`src/rtl/pdz_pkg.sv`:
```
`default_nettype none
// ----------------------------------------------------------------------------
// pdz_pkg: shared types and constants
// Register map, control word layout and the words passed between the stages
// of the dead-zone position controller.
// ----------------------------------------------------------------------------
package pdz_pkg;

   localparam int CSR_IDX_W  = 3;
   localparam int CSR_DATA_W = 16;

   // Register indexes of the control port
   localparam logic [CSR_IDX_W-1:0] CSR_DEAD_ZONE     = 3'd0;
   localparam logic [CSR_IDX_W-1:0] CSR_CRAWL_SPEED   = 3'd1;
   localparam logic [CSR_IDX_W-1:0] CSR_PROP_GAIN     = 3'd2;
   localparam logic [CSR_IDX_W-1:0] CSR_DIFF_GAIN     = 3'd3;
   localparam logic [CSR_IDX_W-1:0] CSR_CONTROL_SHIFT = 3'd4;
   localparam logic [CSR_IDX_W-1:0] CSR_MAX_ERROR     = 3'd5;
   localparam logic [CSR_IDX_W-1:0] CSR_USE_RATE      = 3'd6;
   localparam logic [CSR_IDX_W-1:0] CSR_USE_FORCE     = 3'd7;

   // 0.9 in Q15
   localparam logic [14:0] MAX_ERROR_RESET = 15'd29491;

   typedef struct packed {
      logic        [14:0] dead_zone;
      logic        [14:0] crawl_speed;
      logic signed [15:0] prop_gain;
      logic signed [15:0] diff_gain;
      logic        [4:0]  control_shift;
      logic        [14:0] max_error;
      logic               use_rate;
      logic               use_force;
   } cfg_type;

   // Per-word side fields carried down the pipeline
   typedef struct packed {
      logic signed [15:0] rate;
      logic signed [15:0] bias;
      logic signed [15:0] lo;
      logic signed [15:0] hi;
   } side_type;

   // Shaped error leaving the error stages
   typedef struct packed {
      logic signed [15:0] err;
      logic               idle;
      side_type           side;
   } shaped_type;

   // Shifted and biased drive leaving the gain stages
   typedef struct packed {
      logic signed [33:0] value;
      logic               idle;
      logic               crawl_up;
      logic               crawl_dn;
      side_type           side;
   } drive_type;

endpackage
`default_nettype wire

```
`src/rtl/pdz_error.sv`:
```
`default_nettype none
// ----------------------------------------------------------------------------
// pdz_error: position error and dead-zone shaping
// Stage A forms the full-width error; stage B applies dead zone and clamp.
// ----------------------------------------------------------------------------
module pdz_error (
   input  wire logic               clock,
   input  wire logic               en_a,
   input  wire logic               en_b,
   input  wire pdz_pkg::cfg_type   cfg,
   input  wire logic signed [31:0] target_pos,
   input  wire logic signed [31:0] measured_pos,
   input  wire pdz_pkg::side_type  side_in,
   output pdz_pkg::shaped_type     shaped
);
   import pdz_pkg::*;

   logic signed [32:0] err_ff, err_in;
   side_type           side_ff;
   shaped_type         shaped_ff, shaped_in;

   // Stage A: error at 33 bits, no wrap
   assign err_in = $signed({target_pos[31], target_pos}) -
                   $signed({measured_pos[31], measured_pos});

   always_ff @(posedge clock) begin
      if (en_a) begin
         err_ff  <= err_in;
         side_ff <= side_in;
      end
   end

   // Stage B: dead zone, clamp and dead-zone pull
   always_comb begin
      logic signed [32:0] dz_s;
      logic signed [32:0] me_s;
      logic signed [32:0] adj;
      logic               pos;
      logic               neg;
      dz_s = $signed({18'd0, cfg.dead_zone});
      me_s = $signed({18'd0, cfg.max_error});
      pos  = err_ff > dz_s;
      neg  = err_ff < -dz_s;
      adj  = err_ff;
      if (pos) begin
         if (err_ff > me_s) begin
            adj = me_s;
         end else if (cfg.crawl_speed == 15'd0) begin
            adj = err_ff - dz_s;
         end
      end else if (neg) begin
         if (err_ff < -me_s) begin
            adj = -me_s;
         end else if (cfg.crawl_speed == 15'd0) begin
            adj = err_ff + dz_s;
         end
      end
      shaped_in.err  = adj[15:0];
      shaped_in.idle = !pos && !neg;
      shaped_in.side = side_ff;
   end

   always_ff @(posedge clock) begin
      if (en_b) begin
         shaped_ff <= shaped_in;
      end
   end

   assign shaped = shaped_ff;

endmodule
`default_nettype wire

```
`src/rtl/pdz_gain.sv`:
```
`default_nettype none
// ----------------------------------------------------------------------------
// pdz_gain: gain products, shift and force bias
// Stage C forms both 16x16 products; stage D combines, shifts and biases.
// ----------------------------------------------------------------------------
module pdz_gain (
   input  wire logic                clock,
   input  wire logic                en_c,
   input  wire logic                en_d,
   input  wire pdz_pkg::cfg_type    cfg,
   input  wire pdz_pkg::shaped_type shaped,
   output pdz_pkg::drive_type       drive
);
   import pdz_pkg::*;

   logic signed [31:0] prop_ff, prop_in;
   logic signed [31:0] diff_ff, diff_in;
   logic               idle_ff, up_ff, up_in, dn_ff, dn_in;
   side_type           side_ff;
   drive_type          drive_ff, drive_in;

   // Stage C: products and crawl direction
   always_comb begin
      logic signed [15:0] dz16;
      dz16    = $signed({1'b0, cfg.dead_zone});
      prop_in = shaped.err * cfg.prop_gain;
      if (cfg.use_rate) begin
         diff_in = shaped.side.rate * cfg.diff_gain;
      end else begin
         diff_in = 32'sd0;
      end
      up_in = shaped.err > dz16;
      dn_in = shaped.err < -dz16;
   end

   always_ff @(posedge clock) begin
      if (en_c) begin
         prop_ff <= prop_in;
         diff_ff <= diff_in;
         idle_ff <= shaped.idle;
         up_ff   <= up_in;
         dn_ff   <= dn_in;
         side_ff <= shaped.side;
      end
   end

   // Stage D: difference, floor shift, bias
   always_comb begin
      logic signed [32:0] sum;
      logic signed [32:0] shifted;
      logic signed [33:0] bias34;
      sum     = $signed({prop_ff[31], prop_ff}) - $signed({diff_ff[31], diff_ff});
      shifted = sum >>> cfg.control_shift;
      if (cfg.use_force) begin
         bias34 = $signed({{18{side_ff.bias[15]}}, side_ff.bias});
      end else begin
         bias34 = 34'sd0;
      end
      drive_in.value    = $signed({shifted[32], shifted}) + bias34;
      drive_in.idle     = idle_ff;
      drive_in.crawl_up = up_ff;
      drive_in.crawl_dn = dn_ff;
      drive_in.side     = side_ff;
   end

   always_ff @(posedge clock) begin
      if (en_d) begin
         drive_ff <= drive_in;
      end
   end

   assign drive = drive_ff;

endmodule
`default_nettype wire

```
`src/rtl/pdz_limit.sv`:
```
`default_nettype none
// ----------------------------------------------------------------------------
// pdz_limit: saturation, crawl and idle selection
// Stage E limits the drive, applies crawl speed and registers the result.
// ----------------------------------------------------------------------------
module pdz_limit (
   input  wire logic               clock,
   input  wire logic               en_e,
   input  wire pdz_pkg::cfg_type   cfg,
   input  wire pdz_pkg::drive_type drive,
   output logic signed [15:0]      result
);
   import pdz_pkg::*;

   logic signed [15:0] result_ff, result_in;

   always_comb begin
      logic signed [33:0] hi34;
      logic signed [33:0] lo34;
      logic signed [33:0] sat;
      logic        [15:0] crawl16;
      hi34    = $signed({{18{drive.side.hi[15]}}, drive.side.hi});
      lo34    = $signed({{18{drive.side.lo[15]}}, drive.side.lo});
      crawl16 = {1'b0, cfg.crawl_speed};
      sat     = drive.value;
      // upper limit first, so an inverted pair resolves to the lower limit
      if (sat > hi34) begin
         sat = hi34;
      end
      if (sat < lo34) begin
         sat = lo34;
      end
      result_in = sat[15:0];
      if (drive.idle) begin
         result_in = cfg.use_force ? drive.side.bias : 16'sd0;
      end else if (sat == 34'sd0 && cfg.crawl_speed != 15'd0) begin
         if (drive.crawl_up) begin
            result_in = $signed(crawl16);
         end else if (drive.crawl_dn) begin
            result_in = $signed(16'd0 - crawl16);
         end
      end
   end

   always_ff @(posedge clock) begin
      if (en_e) begin
         result_ff <= result_in;
      end
   end

   assign result = result_ff;

endmodule
`default_nettype wire

```
`src/rtl/pd_positioner_dead_zone.sv`:
```
`default_nettype none
// ----------------------------------------------------------------------------
// pd_positioner_dead_zone: PD position controller with dead zone
// Usage: software sets the control registers through the csr_ port while no
// word is in flight (plain writes: csr_wr_en, csr_index, csr_wdata; no read
// back). Each req_ word carries target and measured position, rate, force
// bias and the drive limits; each accepted word yields one rsp_ word with the
// drive value, in order.
// Both channels move a word at an edge where valid is high and stall is low.
// Pipeline: a word accepted on req_ passes through five register stages
// (error, shaping, products, shift and bias, limit) before it reaches rsp_.
// Throughput: one word per cycle while rsp_stall is low; holds up to five words.
// Stall: each stage advances when it is empty or the stage after it moves,
// so bubbles squeeze out; req_stall rises only when all five stages are
// full and the receiver stalls. Nothing is dropped or repeated.
// Reset (synchronous, active high) empties the pipeline and loads the
// register defaults (max_error = 0.9 in Q15, all others zero).
// ----------------------------------------------------------------------------
module pd_positioner_dead_zone (
   input  wire logic                              clock,
   input  wire logic                              reset,
   input  wire logic                              csr_wr_en,
   input  wire logic [pdz_pkg::CSR_IDX_W-1:0]     csr_index,
   input  wire logic [pdz_pkg::CSR_DATA_W-1:0]    csr_wdata,
   input  wire logic                              req_valid,
   output logic                                   req_stall,
   input  wire logic signed [31:0]                req_target_pos,
   input  wire logic signed [31:0]                req_measured_pos,
   input  wire logic signed [15:0]                req_measured_rate,
   input  wire logic signed [15:0]                req_force_bias,
   input  wire logic signed [15:0]                req_drive_min,
   input  wire logic signed [15:0]                req_drive_max,
   output logic                                   rsp_valid,
   input  wire logic                              rsp_stall,
   output logic signed [15:0]                     rsp_drive
);
   import pdz_pkg::*;

   cfg_type    cfg_ff, cfg_in;
   logic       va_ff, vb_ff, vc_ff, vd_ff, ve_ff;
   logic       en_a, en_b, en_c, en_d, en_e;
   side_type   side_in;
   shaped_type shaped;
   drive_type  drive;

   // Control registers: hold unless written
   always_comb begin
      cfg_in = cfg_ff;
      if (csr_wr_en) begin
         case (csr_index)
            CSR_DEAD_ZONE:     cfg_in.dead_zone     = csr_wdata[14:0];
            CSR_CRAWL_SPEED:   cfg_in.crawl_speed   = csr_wdata[14:0];
            CSR_PROP_GAIN:     cfg_in.prop_gain     = $signed(csr_wdata);
            CSR_DIFF_GAIN:     cfg_in.diff_gain     = $signed(csr_wdata);
            CSR_CONTROL_SHIFT: cfg_in.control_shift = csr_wdata[4:0];
            CSR_MAX_ERROR:     cfg_in.max_error     = csr_wdata[14:0];
            CSR_USE_RATE:      cfg_in.use_rate      = csr_wdata[0];
            CSR_USE_FORCE:     cfg_in.use_force     = csr_wdata[0];
            default:           cfg_in = cfg_ff;
         endcase
      end
   end

   always_ff @(posedge clock) begin
      if (reset) begin
         cfg_ff.dead_zone     <= '0;
         cfg_ff.crawl_speed   <= '0;
         cfg_ff.prop_gain     <= '0;
         cfg_ff.diff_gain     <= '0;
         cfg_ff.control_shift <= '0;
         cfg_ff.max_error     <= MAX_ERROR_RESET;
         cfg_ff.use_rate      <= 1'b0;
         cfg_ff.use_force     <= 1'b0;
      end else begin
         cfg_ff <= cfg_in;
      end
   end

   // Advance a stage when it is empty or its successor moves
   assign en_e = !ve_ff || !rsp_stall;
   assign en_d = !vd_ff || en_e;
   assign en_c = !vc_ff || en_d;
   assign en_b = !vb_ff || en_c;
   assign en_a = !va_ff || en_b;

   assign req_stall = !en_a;

   always_ff @(posedge clock) begin
      if (reset) begin
         va_ff <= 1'b0;
         vb_ff <= 1'b0;
         vc_ff <= 1'b0;
         vd_ff <= 1'b0;
         ve_ff <= 1'b0;
      end else begin
         if (en_a) begin
            va_ff <= req_valid;
         end
         if (en_b) begin
            vb_ff <= va_ff;
         end
         if (en_c) begin
            vc_ff <= vb_ff;
         end
         if (en_d) begin
            vd_ff <= vc_ff;
         end
         if (en_e) begin
            ve_ff <= vd_ff;
         end
      end
   end

   assign side_in.rate = req_measured_rate;
   assign side_in.bias = req_force_bias;
   assign side_in.lo   = req_drive_min;
   assign side_in.hi   = req_drive_max;

   pdz_error u_error (
      .clock        (clock),
      .en_a         (en_a),
      .en_b         (en_b),
      .cfg          (cfg_ff),
      .target_pos   (req_target_pos),
      .measured_pos (req_measured_pos),
      .side_in      (side_in),
      .shaped       (shaped)
   );

   pdz_gain u_gain (
      .clock  (clock),
      .en_c   (en_c),
      .en_d   (en_d),
      .cfg    (cfg_ff),
      .shaped (shaped),
      .drive  (drive)
   );

   pdz_limit u_limit (
      .clock  (clock),
      .en_e   (en_e),
      .cfg    (cfg_ff),
      .drive  (drive),
      .result (rsp_drive)
   );

   assign rsp_valid = ve_ff;

   // Input stalls only with every stage full and the receiver stalling
   a_stall_full: assert property (@(posedge clock) disable iff (reset)
      req_stall |-> (va_ff && vb_ff && vc_ff && vd_ff && ve_ff && rsp_stall))
      else $error("input stalled with room in the pipeline");

   // Reset empties the output stage
   a_reset_empty: assert property (@(posedge clock)
      reset |=> !rsp_valid)
      else $error("result word present right after reset");

   // A word in the shift and bias stage moves to the output stage when it advances
   a_no_loss: assert property (@(posedge clock) disable iff (reset)
      (vd_ff && en_e) |=> rsp_valid)
      else $error("word lost between limit stage and output");

endmodule
`default_nettype wire

```
`config.mk`:
```
export PLATFORM = sky130hd
export DESIGN_NAME = pd_positioner_dead_zone
export DESIGN_NICKNAME = d
export VERILOG_FILES = /design/src/rtl/pdz_pkg.sv /design/src/rtl/pdz_error.sv /design/src/rtl/pdz_gain.sv /design/src/rtl/pdz_limit.sv /design/src/rtl/pd_positioner_dead_zone.sv
export SDC_FILE = /design/constraint.sdc
export NUM_CORES = 2
export LEC_CHECK = 0
export BUFFER_PORTS_ARGS = -buffer_cell sky130_fd_sc_hd__buf_2
export CAP_MARGIN = 20
export CORE_MARGIN = 2
export CORE_UTILIZATION = 45
export DETAILED_ROUTE_END_ITERATION = 6
export PLACE_DENSITY = 0.72
export SLEW_MARGIN = 20
export SYNTH_ARGS = -nofsm -noshare
export SYNTH_HDL_FRONTEND = slang
export SYNTH_SLANG_ARGS = --single-unit
```
`constraint.sdc`:
```
create_clock -name clock -period 7.02 [get_ports clock]
set_input_delay 0.702 -clock clock [delete_from_list [all_inputs] [get_ports clock]]
set_output_delay 0.702 -clock clock [all_outputs]
set_load 0.01 [all_outputs]
```
==> flow_results.xml <==
<?xml version="1.0" encoding="UTF-8"?>
<metrics>
  <group name="worst_hold_path">
    <metric name="hold_path_class" unit="">in -&gt; reg</metric>
  </group>
  <group name="logic_synthesis">
    <metric name="syn_area_per_cell" unit="sq um">9.59</metric>
    <metric name="synth.top_cells.by_area" unit="">sky130_fd_sc_hd__edfxtp_1 23%, sky130_fd_sc_hd__fa_1 21%, sky130_fd_sc_hd__ha_1 12%, sky130_fd_sc_hd__inv_1 5.5%, sky130_fd_sc_hd__nand2_1 4.9%</metric>
    <metric name="mappedNetlistArea" unit="sq um">50500</metric>
    <metric name="synth_top_cell_by_area" unit="">sky130_fd_sc_hd__edfxtp_1</metric>
    <metric name="synth.most_common_cell" unit="">sky130_fd_sc_hd__inv_1</metric>
    <metric name="asyncSetResetFlopFracSynth" unit="%">0</metric>
    <metric name="ys.flop_type" unit="">sky130_fd_sc_hd__edfxtp_1</metric>
    <metric name="synth.yosys.warnings" unit="">0</metric>
    <metric name="flops_latches_synth" unit="">483</metric>
    <metric name="synth.top_cell.area_share" unit="%">23.4</metric>
    <metric name="post_synth_num_cell_types" unit="">98</metric>
    <metric name="synth_enable_flop_cells" unit="">394</metric>
    <metric name="mappedNetlistNets" unit="">6423</metric>
    <metric name="syn-instance-count" unit="">5270</metric>
    <metric name="yosysSeqAreaShare" unit="%">26.9</metric>
    <metric name="synth_common_cells" unit="">735 x sky130_fd_sc_hd__inv_1, 659 x sky130_fd_sc_hd__nand2_1, 529 x sky130_fd_sc_hd__fa_1</metric>
  </group>
  <group name="grt">
    <metric name="antenna_found_initial" unit="">4</metric>
    <metric name="via_count_of_the_first_global_routing_pass" unit="">39344</metric>
    <metric name="gr-total-overflow" unit="">0</metric>
    <metric name="track_usage" unit="%">24.1</metric>
    <metric name="maximum_number_of_pins_on_one_net_before_global_route_repair" unit="">100</metric>
    <metric name="first_pass_grt_wire_length" unit="mm">219</metric>
  </group>
  <group name="clock_network">
    <metric name="cts_max_level" unit="">2</metric>
    <metric name="tritoncts.num_buffers" unit="">57</metric>
    <metric name="clock_tree.root_cell" unit="">sky130_fd_sc_hd__clkbuf_16</metric>
    <metric name="cts_buffer_depth" unit="">3</metric>
    <metric name="clk_pin_slew_worst_paths" unit="ps">60</metric>
    <metric name="clkLatencyLatePin" unit="ps">680</metric>
    <metric name="clkSinkCount" unit="">483</metric>
    <metric name="post_cts_hold_buffer_count" unit="">0</metric>
    <metric name="cts_tree" unit="">yes</metric>
  </group>
  <group name="floorplan">
    <metric name="die_area" unit="sq um">115000</metric>
    <metric name="num_io_pins" unit="">170</metric>
    <metric name="fp-row-count" unit="">122</metric>
    <metric name="fp.coreArea" unit="sq um">111000</metric>
    <metric name="fp.dieW" unit="um">339</metric>
    <metric name="y_dimension_of_the_die" unit="um">339</metric>
    <metric name="initial_utilization" unit="%">45.5</metric>
  </group>
  <group name="worst_setup_path">
    <metric name="crit_path_kind" unit="">reg -&gt; reg</metric>
    <metric name="critPathMaxStageDelay" unit="ps">760</metric>
    <metric name="cp_data_required_time" unit="ps">7430</metric>
    <metric name="setup.worst_path.start_class" unit="">flip-flop</metric>
    <metric name="critPathMaxFanout" unit="">14</metric>
    <metric name="cpMostUsedCell" unit="">sky130_fd_sc_hd__fa_1</metric>
    <metric name="cp-end-kind" unit="">flip-flop</metric>
    <metric name="cp_num_buf_inv" unit="">5</metric>
    <metric name="crit_path_cell_trace" unit="">nand2_1 &gt; fa_1 &gt; inv_1 &gt; fa_1 &gt; inv_1 &gt; fa_1 &gt; inv_1 &gt; fa_1 &gt; inv_1 &gt; fa_1 &gt; inv_1 &gt; fa_1 &gt; ha_1 &gt; a21o_1 &gt; a21o_1 &gt; a21oi_1 &gt; o21a_1 &gt; o211ai_1 &gt; or3_1 &gt; o21ai_0 &gt; o21ai_0 &gt; a21oi_1 &gt; xnor2_1</metric>
    <metric name="reg2reg_slack" unit="ps">320</metric>
    <metric name="path_delay_family" unit="">adder cells</metric>
    <metric name="critical_path_arrival" unit="ps">7110</metric>
    <metric name="critical_path_slowest_stage_cell" unit="">sky130_fd_sc_hd__dfxtp_1</metric>
  </group>
  <group name="detailed_routing">
    <metric name="drt_first_pass_iters" unit="">6</metric>
    <metric name="via_count" unit="">39188</metric>
    <metric name="wirelength" unit="mm">138</metric>
    <metric name="antenna_violating_nets_left" unit="">0</metric>
    <metric name="drt_iter0_drc" unit="">3612</metric>
    <metric name="routedWlPerCell" unit="um">19.9</metric>
    <metric name="post_drt_via_cell_ratio" unit="">5.66</metric>
    <metric name="drc_errors" unit="">0</metric>
  </group>
  <group name="sta">
    <metric name="setup_ws" unit="ps">321</metric>
    <metric name="clock_skew" unit="ps">28.2</metric>
    <metric name="slew_headroom" unit="%">31.4</metric>
    <metric name="layout_min_cycle_time" unit="ps">6700</metric>
    <metric name="min_period_over_period" unit="%">95.4</metric>
    <metric name="rsz0062_at_grt" unit="">false</metric>
    <metric name="report.final.setup_viol" unit="">0</metric>
    <metric name="max_clock_freq" unit="GHz">0.149</metric>
    <metric name="setup-tns-final" unit="ps">0</metric>
    <metric name="report.final.slew_viol_count" unit="">0</metric>
    <metric name="worstMarginPinSlew" unit="ps">1030</metric>
    <metric name="hold_violations" unit="">0</metric>
  </group>
  <group name="power">
    <metric name="vdd_drop_max" unit="mV">0.234</metric>
    <metric name="powerDensity" unit="nW/um^2">265</metric>
    <metric name="power_leakage" unit="uW">0.0247</metric>
  </group>
  <group name="place">
    <metric name="detailed_place.area" unit="sq um">53100</metric>
    <metric name="placement.setup.worst_slack" unit="ps">121</metric>
    <metric name="finalWeightedCongestion" unit="">0.984</metric>
    <metric name="io_buffer_count" unit="">169</metric>
    <metric name="dp_hpwl" unit="mm">110</metric>
  </group>
  <group name="finish">
    <metric name="area_growth_syn_to_layout" unit="%">9.27</metric>
    <metric name="layout-drive-gt1-share" unit="%">8.50</metric>
    <metric name="design.final.nets" unit="">6542</metric>
    <metric name="finalCoreUtilization" unit="%">49.7</metric>
    <metric name="diodes_inserted" unit="">0</metric>
    <metric name="fillers" unit="">10119</metric>
    <metric name="design_area" unit="sq um">55200</metric>
  </group>
  <group name="job">
    <metric name="maxCapViolCount" unit="">0</metric>
  </group>
  <group name="run_status">
    <metric name="result_of_the_run" unit="">complete, no violations</metric>
  </group>
</metrics>
-- sequential cells by signal, summed over array words and instances, names as in the netlist, 16 cells and up --
name	flops
cfg_ff	84
u_error.err_ff	33
u_error.shaped	81
u_error.shaped_in	64
u_gain.diff_ff	32
u_gain.drive	85
u_gain.drive_in	48
u_gain.prop_ff	32
u_limit.result	16
-- cell type report --
type	instances	area, sq um	share of cell area (%)
Clock inverter	38	415	0.753
Clock buffer	67	1520	2.74
Timing Repair Buffer	265	1630	2.96
Sequential cell	483	13600	24.7
Multi-Input combinational cell	3844	33400	60.5
Inverter	738	2770	5.02
Tap cell	1488	1860	3.37
-- final timing paths --
check / end / depth (start not counted) / startpoint
worst max-delay path: u_gain.prop_ff[28] / 23 / cfg_ff[47]
worst min-delay path: u_error.shaped_in[23] / 1 / req_drive_min[7]
worst max register to register: u_gain.prop_ff[28] / 23 / cfg_ff[47]
worst min register to register: u_error.shaped[63] / 0 / u_error.shaped_in[63]
-- power breakdown --
group / switching (uW) / leakage [uW] / total, uW / internal [uW]
clock network: 1320 / 0.000916 / 3030 / 1710
registers: 472 / 0.00502 / 4090 / 3620
logic: 4430 / 0.0188 / 7490 / 3060
-- metrics by stage --
stage / cells / hold slack, ps / power, uW
floorplan: 5270 / 400 / 9210
global placement: 6810 / 400 / 11200
detailed placement: 6810 / 405 / 11400
CTS: 6915 / 146 / 14500
global route: 6923 / 158 / 15500
finish: 6923 / 198 / 14600
-- worst register-to-register path: stages (launching register included) --
cell	delay, ps
sky130_fd_sc_hd__dfxtp_1	760
sky130_fd_sc_hd__nand2_1	180
sky130_fd_sc_hd__fa_1	570
sky130_fd_sc_hd__inv_1	50
sky130_fd_sc_hd__fa_1	510
sky130_fd_sc_hd__inv_1	50
sky130_fd_sc_hd__fa_1	480
sky130_fd_sc_hd__inv_1	50
sky130_fd_sc_hd__fa_1	520
sky130_fd_sc_hd__inv_1	50
sky130_fd_sc_hd__fa_1	530
sky130_fd_sc_hd__inv_1	60
sky130_fd_sc_hd__fa_1	420
sky130_fd_sc_hd__ha_1	350
sky130_fd_sc_hd__a21o_1	200
sky130_fd_sc_hd__a21o_1	170
sky130_fd_sc_hd__a21oi_1	180
sky130_fd_sc_hd__o21a_1	160
sky130_fd_sc_hd__o211ai_1	100
sky130_fd_sc_hd__or3_1	340
sky130_fd_sc_hd__o21ai_0	310
sky130_fd_sc_hd__o21ai_0	130
sky130_fd_sc_hd__a21oi_1	190
sky130_fd_sc_hd__xnor2_1	100
-- cell usage in the layout (no fill, tap or decap), types with 25 or more instances in the layout --
cell	n
sky130_fd_sc_hd__nor2b_1	41
sky130_fd_sc_hd__nand2b_1	58
sky130_fd_sc_hd__fa_1	529
sky130_fd_sc_hd__buf_2	168
sky130_fd_sc_hd__mux2i_1	36
sky130_fd_sc_hd__dfxtp_1	86
sky130_fd_sc_hd__and3_1	32
sky130_fd_sc_hd__nor2_1	231
sky130_fd_sc_hd__inv_1	734
sky130_fd_sc_hd__xnor2_1	139
sky130_fd_sc_hd__o211ai_1	38
sky130_fd_sc_hd__a21o_1	104
sky130_fd_sc_hd__nor4_1	44
sky130_fd_sc_hd__ha_1	472
sky130_fd_sc_hd__nand4_1	52
sky130_fd_sc_hd__and2_1	248
sky130_fd_sc_hd__xor2_1	54
sky130_fd_sc_hd__a211oi_1	37
sky130_fd_sc_hd__edfxtp_1	394
sky130_fd_sc_hd__nand3_1	83
sky130_fd_sc_hd__buf_4	93
sky130_fd_sc_hd__nor3_1	100
sky130_fd_sc_hd__a31oi_1	35
sky130_fd_sc_hd__o21ai_0	155
sky130_fd_sc_hd__o21bai_1	25
sky130_fd_sc_hd__nand2_1	658
sky130_fd_sc_hd__clkbuf_16	58
sky130_fd_sc_hd__o21a_1	44
sky130_fd_sc_hd__a21oi_1	294
-- what timing repair did --
action                     CTS  global route
resized for setup            0            11
setup buffers                0             6
setup endpoints to repair    0            12
-- routing by layer --
metal	track usage [%]	wire, um
met5	0	19
met4	9.68	5840
met1	33.1	59300
met2	38.2	62800
met3	3.47	10100
-- cells by family after synthesis --
| logic type | after synthesis | synth area share (%) |
|---|---|---|
| XOR/XNOR | 193 | 3.35 |
| multiplexers | 68 | 1.89 |
| AO/OA/AOI/OAI | 953 | 12.6 |
| flip-flops | 483 | 26.9 |
| AND/OR/NAND/NOR | 1629 | 15.5 |
| buffers and inverters | 943 | 7.08 |
| adder cells (fa/ha/maj) | 1001 | 32.7 |
Note: power is estimated with default switching activity, not from simulation.
